<file path="src/hdl/pls_pkg.sv">
// package for the positional list store
// widths, codes and the sequencer state type; no dependencies
package pls_pkg;

  localparam int CAPACITY = 64;
  localparam int ADDR_W   = $clog2(CAPACITY);
  localparam int CNT_W    = $clog2(CAPACITY + 1);
  localparam int POS_W    = 7;
  localparam int VAL_W    = 32;
  localparam int ST_W     = 3;

  localparam logic [1:0] OP_DUMP   = 2'd0;
  localparam logic [1:0] OP_INSERT = 2'd1;
  localparam logic [1:0] OP_DELETE = 2'd2;
  localparam logic [1:0] OP_SEARCH = 2'd3;

  localparam logic [ST_W-1:0] ST_OK       = 3'd0;
  localparam logic [ST_W-1:0] ST_FULL     = 3'd1;
  localparam logic [ST_W-1:0] ST_EMPTY    = 3'd2;
  localparam logic [ST_W-1:0] ST_BADPOS   = 3'd3;
  localparam logic [ST_W-1:0] ST_NOTFOUND = 3'd4;

  typedef enum logic [3:0] {
    S_IDLE,
    S_INS_SHIFT,
    S_INS_LAST,
    S_INS_WRITE,
    S_DEL_SHIFT,
    S_DEL_LAST,
    S_SRCH,
    S_SRCH_LAST,
    S_DUMP,
    S_FINISH
  } state_t;

endpackage

</file>
<file path="src/hdl/pls_if.sv">
// request and response channel interfaces of the positional list store
// depends on pls_pkg
interface pls_req_if
  import pls_pkg::*;
();
  logic             valid;
  logic             ready;
  logic [1:0]       opcode;
  logic [POS_W-1:0] position;
  logic [VAL_W-1:0] value;

  modport source (output valid, opcode, position, value, input ready);
  modport sink   (input valid, opcode, position, value, output ready);
endinterface

interface pls_rsp_if
  import pls_pkg::*;
();
  logic             valid;
  logic             ready;
  logic [ST_W-1:0]  status;
  logic [VAL_W-1:0] element;
  logic [POS_W-1:0] found_position;
  logic             last;

  modport source (output valid, status, element, found_position, last, input ready);
  modport sink   (input valid, status, element, found_position, last, output ready);
endinterface

</file>
<file path="src/hdl/pls_ram.sv">
// generic simple dual port ram, one write and one registered read port
// read data holds while no read is enabled; no dependencies
module pls_ram #(
  parameter int DEPTH = 64,
  parameter int WIDTH = 32
) (
  input  logic                     clk,
  input  logic                     we,
  input  logic [$clog2(DEPTH)-1:0] waddr,
  input  logic [WIDTH-1:0]         wdata,
  input  logic                     re,
  input  logic [$clog2(DEPTH)-1:0] raddr,
  output logic [WIDTH-1:0]         rdata
);

  logic [WIDTH-1:0] mem [DEPTH];

  always_ff @(posedge clk) begin
    if (we) begin
      mem[waddr] <= wdata;
    end
  end

  always_ff @(posedge clk) begin
    if (re) begin
      rdata <= mem[raddr];
    end
  end

endmodule

</file>
<file path="src/hdl/positional_list_store.sv">
// positional list store top level: sequencer around the element ram
// depends on pls_pkg, pls_if and pls_ram
//
// usage
//   req channel takes one word: opcode, 1-based position, value
//   rsp channel gives status, element, found_position, last
//   insert, delete and search give one word with last set
//   dump gives one word per element in order, last on the final one
//   an empty dump gives one word with status empty
// steps up to the load into the output register (count c, position p)
//   insert: moves elements c to p up a place, then writes; none at c + 1
//   delete: moves elements p + 1 to c down a place; none for p = c
//   search: reads elements in order until a match or past the last one
//   errors and empty dump: go straight to the load
//   dump: reads elements in order, one element per cycle while rsp ready
//   the next req word is taken in the cycle after the final load
// req is accepted whenever the sequencer is idle, also while a finished
// word still waits in the output register
// a stalled receiver holds the output register; the sequencer waits
// for it before loading the next word
// reset empties the list at once; the ram contents are not cleared
module positional_list_store
  import pls_pkg::*;
(
  input  logic clk,
  input  logic rst,
  pls_req_if.sink   req,
  pls_rsp_if.source rsp
);

  state_t state, state_next;

  logic [CNT_W-1:0]  count;
  logic [ADDR_W-1:0] idx;
  logic [ADDR_W-1:0] src;
  logic              rd_pend;
  logic              all_issued;
  logic [POS_W-1:0]  pos_r;
  logic [VAL_W-1:0]  val_r;
  logic [ST_W-1:0]   res_status;
  logic [POS_W-1:0]  res_fpos;

  logic              out_valid;
  logic [ST_W-1:0]   out_status;
  logic [VAL_W-1:0]  out_element;
  logic [POS_W-1:0]  out_fpos;
  logic              out_last;

  logic              ram_we, ram_re;
  logic [ADDR_W-1:0] ram_waddr, ram_raddr;
  logic [VAL_W-1:0]  ram_wdata, ram_rdata;

  logic              acc, out_free, load, issue, match;
  logic [ADDR_W-1:0] last_addr, pos_addr;

  state_t            dec_next;
  logic [ST_W-1:0]   dec_status;
  logic [ADDR_W-1:0] dec_idx;
  logic              dec_shrink;

  pls_ram #(.DEPTH(CAPACITY), .WIDTH(VAL_W)) u_ram (
    .clk   (clk),
    .we    (ram_we),
    .waddr (ram_waddr),
    .wdata (ram_wdata),
    .re    (ram_re),
    .raddr (ram_raddr),
    .rdata (ram_rdata)
  );

  assign req.ready = (state == S_IDLE);
  assign acc       = req.valid && req.ready;
  assign out_free  = !out_valid || rsp.ready;
  assign match     = rd_pend && (ram_rdata == val_r);
  assign last_addr = ADDR_W'(count - 1'b1);
  assign pos_addr  = ADDR_W'(pos_r - 1'b1);

  assign rsp.valid          = out_valid;
  assign rsp.status         = out_status;
  assign rsp.element        = out_element;
  assign rsp.found_position = out_fpos;
  assign rsp.last           = out_last;

  // request decode
  always_comb begin
    dec_next   = S_FINISH;
    dec_status = ST_OK;
    dec_idx    = '0;
    dec_shrink = 1'b0;
    case (req.opcode)
      OP_INSERT: begin
        if (count == CNT_W'(CAPACITY)) begin
          dec_status = ST_FULL;
        end else if (req.position == '0 ||
                     (CNT_W+1)'(req.position) > (CNT_W+1)'(count) + 1'b1) begin
          dec_status = ST_BADPOS;
        end else if ((CNT_W+1)'(req.position) == (CNT_W+1)'(count) + 1'b1) begin
          dec_next = S_INS_WRITE;
        end else begin
          dec_next = S_INS_SHIFT;
          dec_idx  = ADDR_W'(count - 1'b1);
        end
      end
      OP_DELETE: begin
        if (count == '0) begin
          dec_status = ST_EMPTY;
        end else if (req.position == '0 || CNT_W'(req.position) > count) begin
          dec_status = ST_BADPOS;
        end else if (CNT_W'(req.position) == count) begin
          dec_shrink = 1'b1;
        end else begin
          dec_next = S_DEL_SHIFT;
          dec_idx  = ADDR_W'(req.position);
        end
      end
      OP_SEARCH: begin
        if (count == '0) begin
          dec_status = ST_EMPTY;
        end else begin
          dec_next = S_SRCH;
        end
      end
      default: begin
        if (count == '0) begin
          dec_status = ST_EMPTY;
        end else begin
          dec_next = S_DUMP;
        end
      end
    endcase
  end

  // next state
  always_comb begin
    state_next = state;
    unique case (state)
      S_IDLE:      if (acc) state_next = dec_next;
      S_INS_SHIFT: if (idx == pos_addr) state_next = S_INS_LAST;
      S_INS_LAST:  state_next = S_INS_WRITE;
      S_INS_WRITE: state_next = S_FINISH;
      S_DEL_SHIFT: if (idx == last_addr) state_next = S_DEL_LAST;
      S_DEL_LAST:  state_next = S_FINISH;
      S_SRCH: begin
        if (match) state_next = S_FINISH;
        else if (idx == last_addr) state_next = S_SRCH_LAST;
      end
      S_SRCH_LAST: state_next = S_FINISH;
      S_DUMP:      if (load && src == last_addr) state_next = S_IDLE;
      S_FINISH:    if (out_free) state_next = S_IDLE;
      default:     state_next = S_IDLE;
    endcase
  end

  // ram control
  always_comb begin
    ram_re    = 1'b0;
    ram_raddr = idx;
    ram_we    = 1'b0;
    ram_waddr = src + 1'b1;
    ram_wdata = ram_rdata;
    load      = 1'b0;
    issue     = 1'b0;
    unique case (state)
      S_INS_SHIFT: begin
        ram_re = 1'b1;
        ram_we = rd_pend;
      end
      S_INS_LAST: ram_we = 1'b1;
      S_INS_WRITE: begin
        ram_we    = 1'b1;
        ram_waddr = pos_addr;
        ram_wdata = val_r;
      end
      S_DEL_SHIFT: begin
        ram_re    = 1'b1;
        ram_we    = rd_pend;
        ram_waddr = src - 1'b1;
      end
      S_DEL_LAST: begin
        ram_we    = 1'b1;
        ram_waddr = src - 1'b1;
      end
      S_SRCH: ram_re = !match;
      S_DUMP: begin
        load   = rd_pend && out_free;
        issue  = !all_issued && (!rd_pend || load);
        ram_re = issue;
      end
      S_FINISH: load = out_free;
      default: ;
    endcase
  end

  always_ff @(posedge clk) begin
    if (rst) begin
      state     <= S_IDLE;
      count     <= '0;
      out_valid <= 1'b0;
      rd_pend   <= 1'b0;
    end else begin
      state <= state_next;
      if (load) begin
        out_valid <= 1'b1;
      end else if (rsp.ready) begin
        out_valid <= 1'b0;
      end
      unique case (state)
        S_IDLE: begin
          if (acc) begin
            pos_r      <= req.position;
            val_r      <= req.value;
            res_status <= dec_status;
            res_fpos   <= '0;
            idx        <= dec_idx;
            rd_pend    <= 1'b0;
            all_issued <= 1'b0;
            if (dec_shrink) count <= count - 1'b1;
          end
        end
        S_INS_SHIFT: begin
          src     <= idx;
          rd_pend <= 1'b1;
          idx     <= idx - 1'b1;
        end
        S_INS_WRITE: count <= count + 1'b1;
        S_DEL_SHIFT: begin
          src     <= idx;
          rd_pend <= 1'b1;
          idx     <= idx + 1'b1;
        end
        S_DEL_LAST: count <= count - 1'b1;
        S_SRCH: begin
          if (match) begin
            res_fpos <= POS_W'(src) + 1'b1;
          end else begin
            src     <= idx;
            rd_pend <= 1'b1;
            idx     <= idx + 1'b1;
          end
        end
        S_SRCH_LAST: begin
          if (match) res_fpos <= POS_W'(src) + 1'b1;
          else res_status <= ST_NOTFOUND;
        end
        S_DUMP: begin
          if (issue) begin
            src     <= idx;
            rd_pend <= 1'b1;
            if (idx == last_addr) all_issued <= 1'b1;
            else idx <= idx + 1'b1;
          end else if (load) begin
            rd_pend <= 1'b0;
          end
        end
        default: ;
      endcase
    end
  end

  // output word
  always_ff @(posedge clk) begin
    if (load) begin
      if (state == S_DUMP) begin
        out_status  <= ST_OK;
        out_element <= ram_rdata;
        out_fpos    <= POS_W'(src) + 1'b1;
        out_last    <= (src == last_addr);
      end else begin
        out_status  <= res_status;
        out_element <= '0;
        out_fpos    <= res_fpos;
        out_last    <= 1'b1;
      end
    end
  end

endmodule
</file>
<file path="src/flat_wrapper.sv">
// flat-port wrapper written by rule: the top's interface ports become plain ports
module positional_list_store_flat import pls_pkg::*;
  (clk, rst, req_valid, req_opcode, req_position, req_value, req_ready, rsp_valid, rsp_status, rsp_element, rsp_found_position, rsp_last, rsp_ready);
  pls_req_if req_i ();
  pls_rsp_if rsp_i ();
  input  logic clk;
  input  logic rst;
  input wire logic [$bits(req_i.valid)-1:0] req_valid;
  input wire logic [$bits(req_i.opcode)-1:0] req_opcode;
  input wire logic [$bits(req_i.position)-1:0] req_position;
  input wire logic [$bits(req_i.value)-1:0] req_value;
  output wire logic [$bits(req_i.ready)-1:0] req_ready;
  output wire logic [$bits(rsp_i.valid)-1:0] rsp_valid;
  output wire logic [$bits(rsp_i.status)-1:0] rsp_status;
  output wire logic [$bits(rsp_i.element)-1:0] rsp_element;
  output wire logic [$bits(rsp_i.found_position)-1:0] rsp_found_position;
  output wire logic [$bits(rsp_i.last)-1:0] rsp_last;
  input wire logic [$bits(rsp_i.ready)-1:0] rsp_ready;
  assign req_i.valid = req_valid;
  assign req_i.opcode = req_opcode;
  assign req_i.position = req_position;
  assign req_i.value = req_value;
  assign req_ready = req_i.ready;
  assign rsp_valid = rsp_i.valid;
  assign rsp_status = rsp_i.status;
  assign rsp_element = rsp_i.element;
  assign rsp_found_position = rsp_i.found_position;
  assign rsp_last = rsp_i.last;
  assign rsp_i.ready = rsp_ready;
  positional_list_store u_core (.clk(clk), .rst(rst), .req(req_i), .rsp(rsp_i));
endmodule
</file>
<file path="config.mk">
export PLATFORM = sky130hd
export DESIGN_NAME = positional_list_store_flat
export DESIGN_NICKNAME = d
export VERILOG_FILES = /design/src/hdl/pls_pkg.sv /design/src/hdl/pls_if.sv /design/src/hdl/pls_ram.sv /design/src/hdl/positional_list_store.sv /design/src/flat_wrapper.sv
export SDC_FILE = /design/constraint.sdc
export NUM_CORES = 2
export LEC_CHECK = 0
export BUFFER_PORTS_ARGS = -buffer_cell sky130_fd_sc_hd__buf_4
export CAP_MARGIN = 10
export CELL_PAD_IN_SITES_DETAIL_PLACEMENT = 1
export CELL_PAD_IN_SITES_GLOBAL_PLACEMENT = 2
export CORE_ASPECT_RATIO = 1.25
export CORE_MARGIN = 5
export CORE_UTILIZATION = 47
export DETAILED_ROUTE_END_ITERATION = 6
export PLACE_DENSITY = 0.79
export SLEW_MARGIN = 15
export SYNTH_ARGS = -nofsm -noshare
export SYNTH_HDL_FRONTEND = slang
export SYNTH_SLANG_ARGS = --single-unit
export TNS_END_PERCENT = 10
</file>
<file path="constraint.sdc">
create_clock -name clk -period 6 [get_ports clk]
set_clock_uncertainty 0.05 [all_clocks]
set_input_delay 1.5 -clock clk [delete_from_list [all_inputs] [get_ports clk]]
set_output_delay 1.5 -clock clk [all_outputs]
set_load 0.005 [all_outputs]
</file>
==> out/metrics.csv <==
metric,value,unit
routed_wl,217000,um
period_share,75.6,%
critPathKind,flip-flop to flip-flop,
ys_async_sr_fraction,0,%
period_minus_slack,4540,ps
slew_violations,0,
synth_area,85600,um2
cts_made_buffers,204,
grt_pass1_vias,41400,
viasPerCell,6.18,
rsz0062_at_grt,false,
post_cts_resized,0,
die_h,487,um
cts_setup_buffers,0,
wire_per_inst,33.3,um
stdcell_count,6524,
ys_seq_area_share,77.0,%
dpl.hpwl,136000,um
p_leak,30.1,nW
slew_headroom,21.6,%
synth_nets,3766,
finalSetupViolCount,0,
hold_viol,0,
numPortBuffers,89,
dieWidth,392,um
track_usage,23.1,%
die-area,191000,um2
hold_buffers,0,
clock_sinks,2197,
clkTransAtPathRegs,60,ps
timing.fmax,220,MHz
synth_seq_cells,2197,
insertion_delay,880,ps
netSwitchingPower,14.5,mW
core.rowCount,175,
status,"complete, no violations",
firstDrtPassIters,6,
h-tree-depth,4,
syn2layout_area_growth,13.4,%
power.total,46.0,mW
internal-power,31.5,mW
synth_edf_count,2184,
clockRootBuffer,clkbuf_16,
timing.setup.tns,0,ps
hold_ws,470,ps
syn_area_per_cell,23.2,um2
power_density,474,nW/um2
hold_path_class,flip-flop to flip-flop,
antenna_found_initial,23,
comb_power_share,28.2,%
grt.overflow.total,0,
grt_max_degree,127,
critPathMaxFanout,20,
required,6480,ps
drc,0,
reg2reg_slack,1460,ps
synthFlopType,edfxtp_1,
cts_tree,built,
dp_cells,6139,
tightest_slew,1180,ps
grt_first_pass_wirelength,314000,um
switching_share,31.5,%
nNetsFinal,4035,
drtAntennaViolNets,0,
drive_gt1_share,31.6,%
start_util,47.1,%
place_congestion,0.838,
layout_setup_ws,1460,ps
syn_inst,3689,
p_clk_share,27.6,%
vdd_drop_max,315,uV
synth_warnings,0,
drtIter0Drc,5071,
ios,90,
pre_cts_slack,1560,ps
core_area,182000,um2
cp-end-kind,flip-flop,
pwr-share-seq,44.2,%
num_vias,40300,
cap_violations,0,
clk_path_buf_depth,3,
worst_ep_arrival_time,5020,ps
start_kind,flip-flop,
synth_cell_types,56,
-- metrics by stage --
step | instance area [um2] | utilization, %
2_1_floorplan | 85600 | -
3_3_place_gp | 90400 | 49.8
3_5_place_dp | 90400 | 49.8
4_1_cts | 96900 | 53.4
5_1_grt | 97000 | 53.4
6_report | 97000 | 53.4
-- sequential cells by signal (all words and copies together) (netlist names) --
register / count
u_core.u_ram.mem: 2048
u_core.rsp.found_position: 7
u_core.rsp.valid: 1
u_core.rsp.status: 3
u_core.res_status: 3
u_core.all_issued: 1
u_core.rsp.last: 1
u_core.u_ram.rdata: 32
u_core.idx: 6
u_core.pos_r: 6
u_core.src: 6
u_core.count: 7
u_core.rd_pend: 1
u_core.rsp.element: 32
u_core.val_r: 32
u_core.res_fpos: 7
u_core.state: 4
-- metal layers --
layer | GRT usage [%] | vias to the layer above | wire (um)
met5 | 0 | - | 0
met4 | 6.11 | 0 | 5520
met3 | 4.55 | 281 | 18900
met2 | 37.5 | 2044 | 108000
met1 | 32.5 | 21800 | 84600
li1 | - | 16200 | -
-- kinds of logic (layout without fill, tap and decap cells) --
| family | after synthesis | in the layout | synth area share, % |
|---|---|---|---|
| simple gates | 378 | 378 | 2.11 |
| mux | 677 | 677 | 17.7 |
| fa+ha+maj | 32 | 32 | 0.485 |
| xor+xnor | 84 | 84 | 0.892 |
| other cells | 0 | 4 | 0 |
| buf+inv | 225 | 667 | 1.10 |
| compound gates | 96 | 96 | 0.714 |
| flops | 2197 | 2197 | 77.0 |
-- layout by cell type, fill, tap and decap left out, types with 13 or more instances in the layout --
cell,count
edfxtp_1,2184
mux4_2,672
buf_4,227
clkbuf_16,206
nand2_1,131
nor3_2,63
clkinv_1,50
clkbuf_1,47
xor2_1,45
xnor2_1,37
and2_1,37
nor2_1,36
inv_1,31
clkinv_2,31
ha_1,30
buf_12,29
a21oi_1,25
nand2_2,19
o21ai_0,18
nand3_1,17
bufinv_16,16
nor4_1,14
nor3_1,13
clkinvlp_4,13
dfxtp_1,13
-- critical path, stage by stage (launching register included) --
cell      delay, ps
dfxtp_1         740
nor2_1          150
nand2_1         190
inv_1           120
ha_1            290
a21o_1          190
a21oi_1         270
o21bai_1        100
a21oi_1         200
xnor2_1         230
o21ai_4         230
nor3_2          960
buf_4           460
-- synth_stat cells (all sizes together) (2+ instances only) --
| cell | n | share of area (%) |
|---|---|---|
| o21a | 4 | 0.035 |
| fa | 2 | 0.047 |
| or3b | 3 | 0.031 |
| and2 | 37 | 0.27 |
| nor2b | 4 | 0.029 |
| ha | 30 | 0.44 |
| a31oi | 4 | 0.029 |
| or3 | 3 | 0.022 |
| a211oi | 4 | 0.035 |
| nand3 | 18 | 0.11 |
| edfxtp | 2184 | 77 |
| nand4 | 5 | 0.037 |
| dfxtp | 13 | 0.30 |
| mux2i | 5 | 0.058 |
| nor4 | 15 | 0.12 |
| buf | 85 | 0.49 |
| nor3b | 5 | 0.044 |
| mux4 | 672 | 18 |
| o21bai | 5 | 0.044 |
| nor2 | 38 | 0.17 |
| nor3 | 77 | 0.45 |
| a311oi | 2 | 0.020 |
| and3 | 8 | 0.058 |
| xnor3 | 2 | 0.053 |
| a22oi | 2 | 0.018 |
| o31ai | 4 | 0.035 |
| nand2 | 151 | 0.66 |
| or2 | 2 | 0.015 |
| inv | 31 | 0.14 |
| o221ai | 5 | 0.051 |
| nand2b | 7 | 0.051 |
| a21oi | 25 | 0.15 |
| xor2 | 45 | 0.46 |
| o2111ai | 2 | 0.020 |
| nand3b | 2 | 0.018 |
| xnor2 | 37 | 0.38 |
| o22ai | 2 | 0.015 |
| o21ai | 24 | 0.14 |
| a21o | 6 | 0.053 |
| clkbuf | 108 | 0.47 |
-- power groups by stage --
stage	Clock, mW	Sequential (mW)	Combinational, mW
floorplan	0	20.5	7.38
global placement	0	20.6	12.6
detailed placement	0	20.6	13.0
CTS	12.9	20.3	13.0
global route	13.7	20.3	13.6
finish	12.7	20.3	13.0
-- final cells by class --
cell class              count  area, um2
inverters                  32        120
flip-flops and latches   2197      65800
diodes                      4       10.0
multi-input cells        1267      19200
clock buffers             253       5330
clock inverters           126       1220
fillers                 15500      84500
repair buffers            256       2280
well taps                2389       2990
-- final timing paths --
check                        from                        to  depth (start not counted)
max               u_core.state[3]  u_core.u_ram.mem[55][17]                         12
max reg2reg       u_core.state[3]  u_core.u_ram.mem[55][17]                         12
min          u_core.res_status[1]      u_core.rsp.status[1]                          1
min reg2reg  u_core.res_status[1]      u_core.rsp.status[1]                          1
Note: power is estimated with default switching activity, not from simulation.
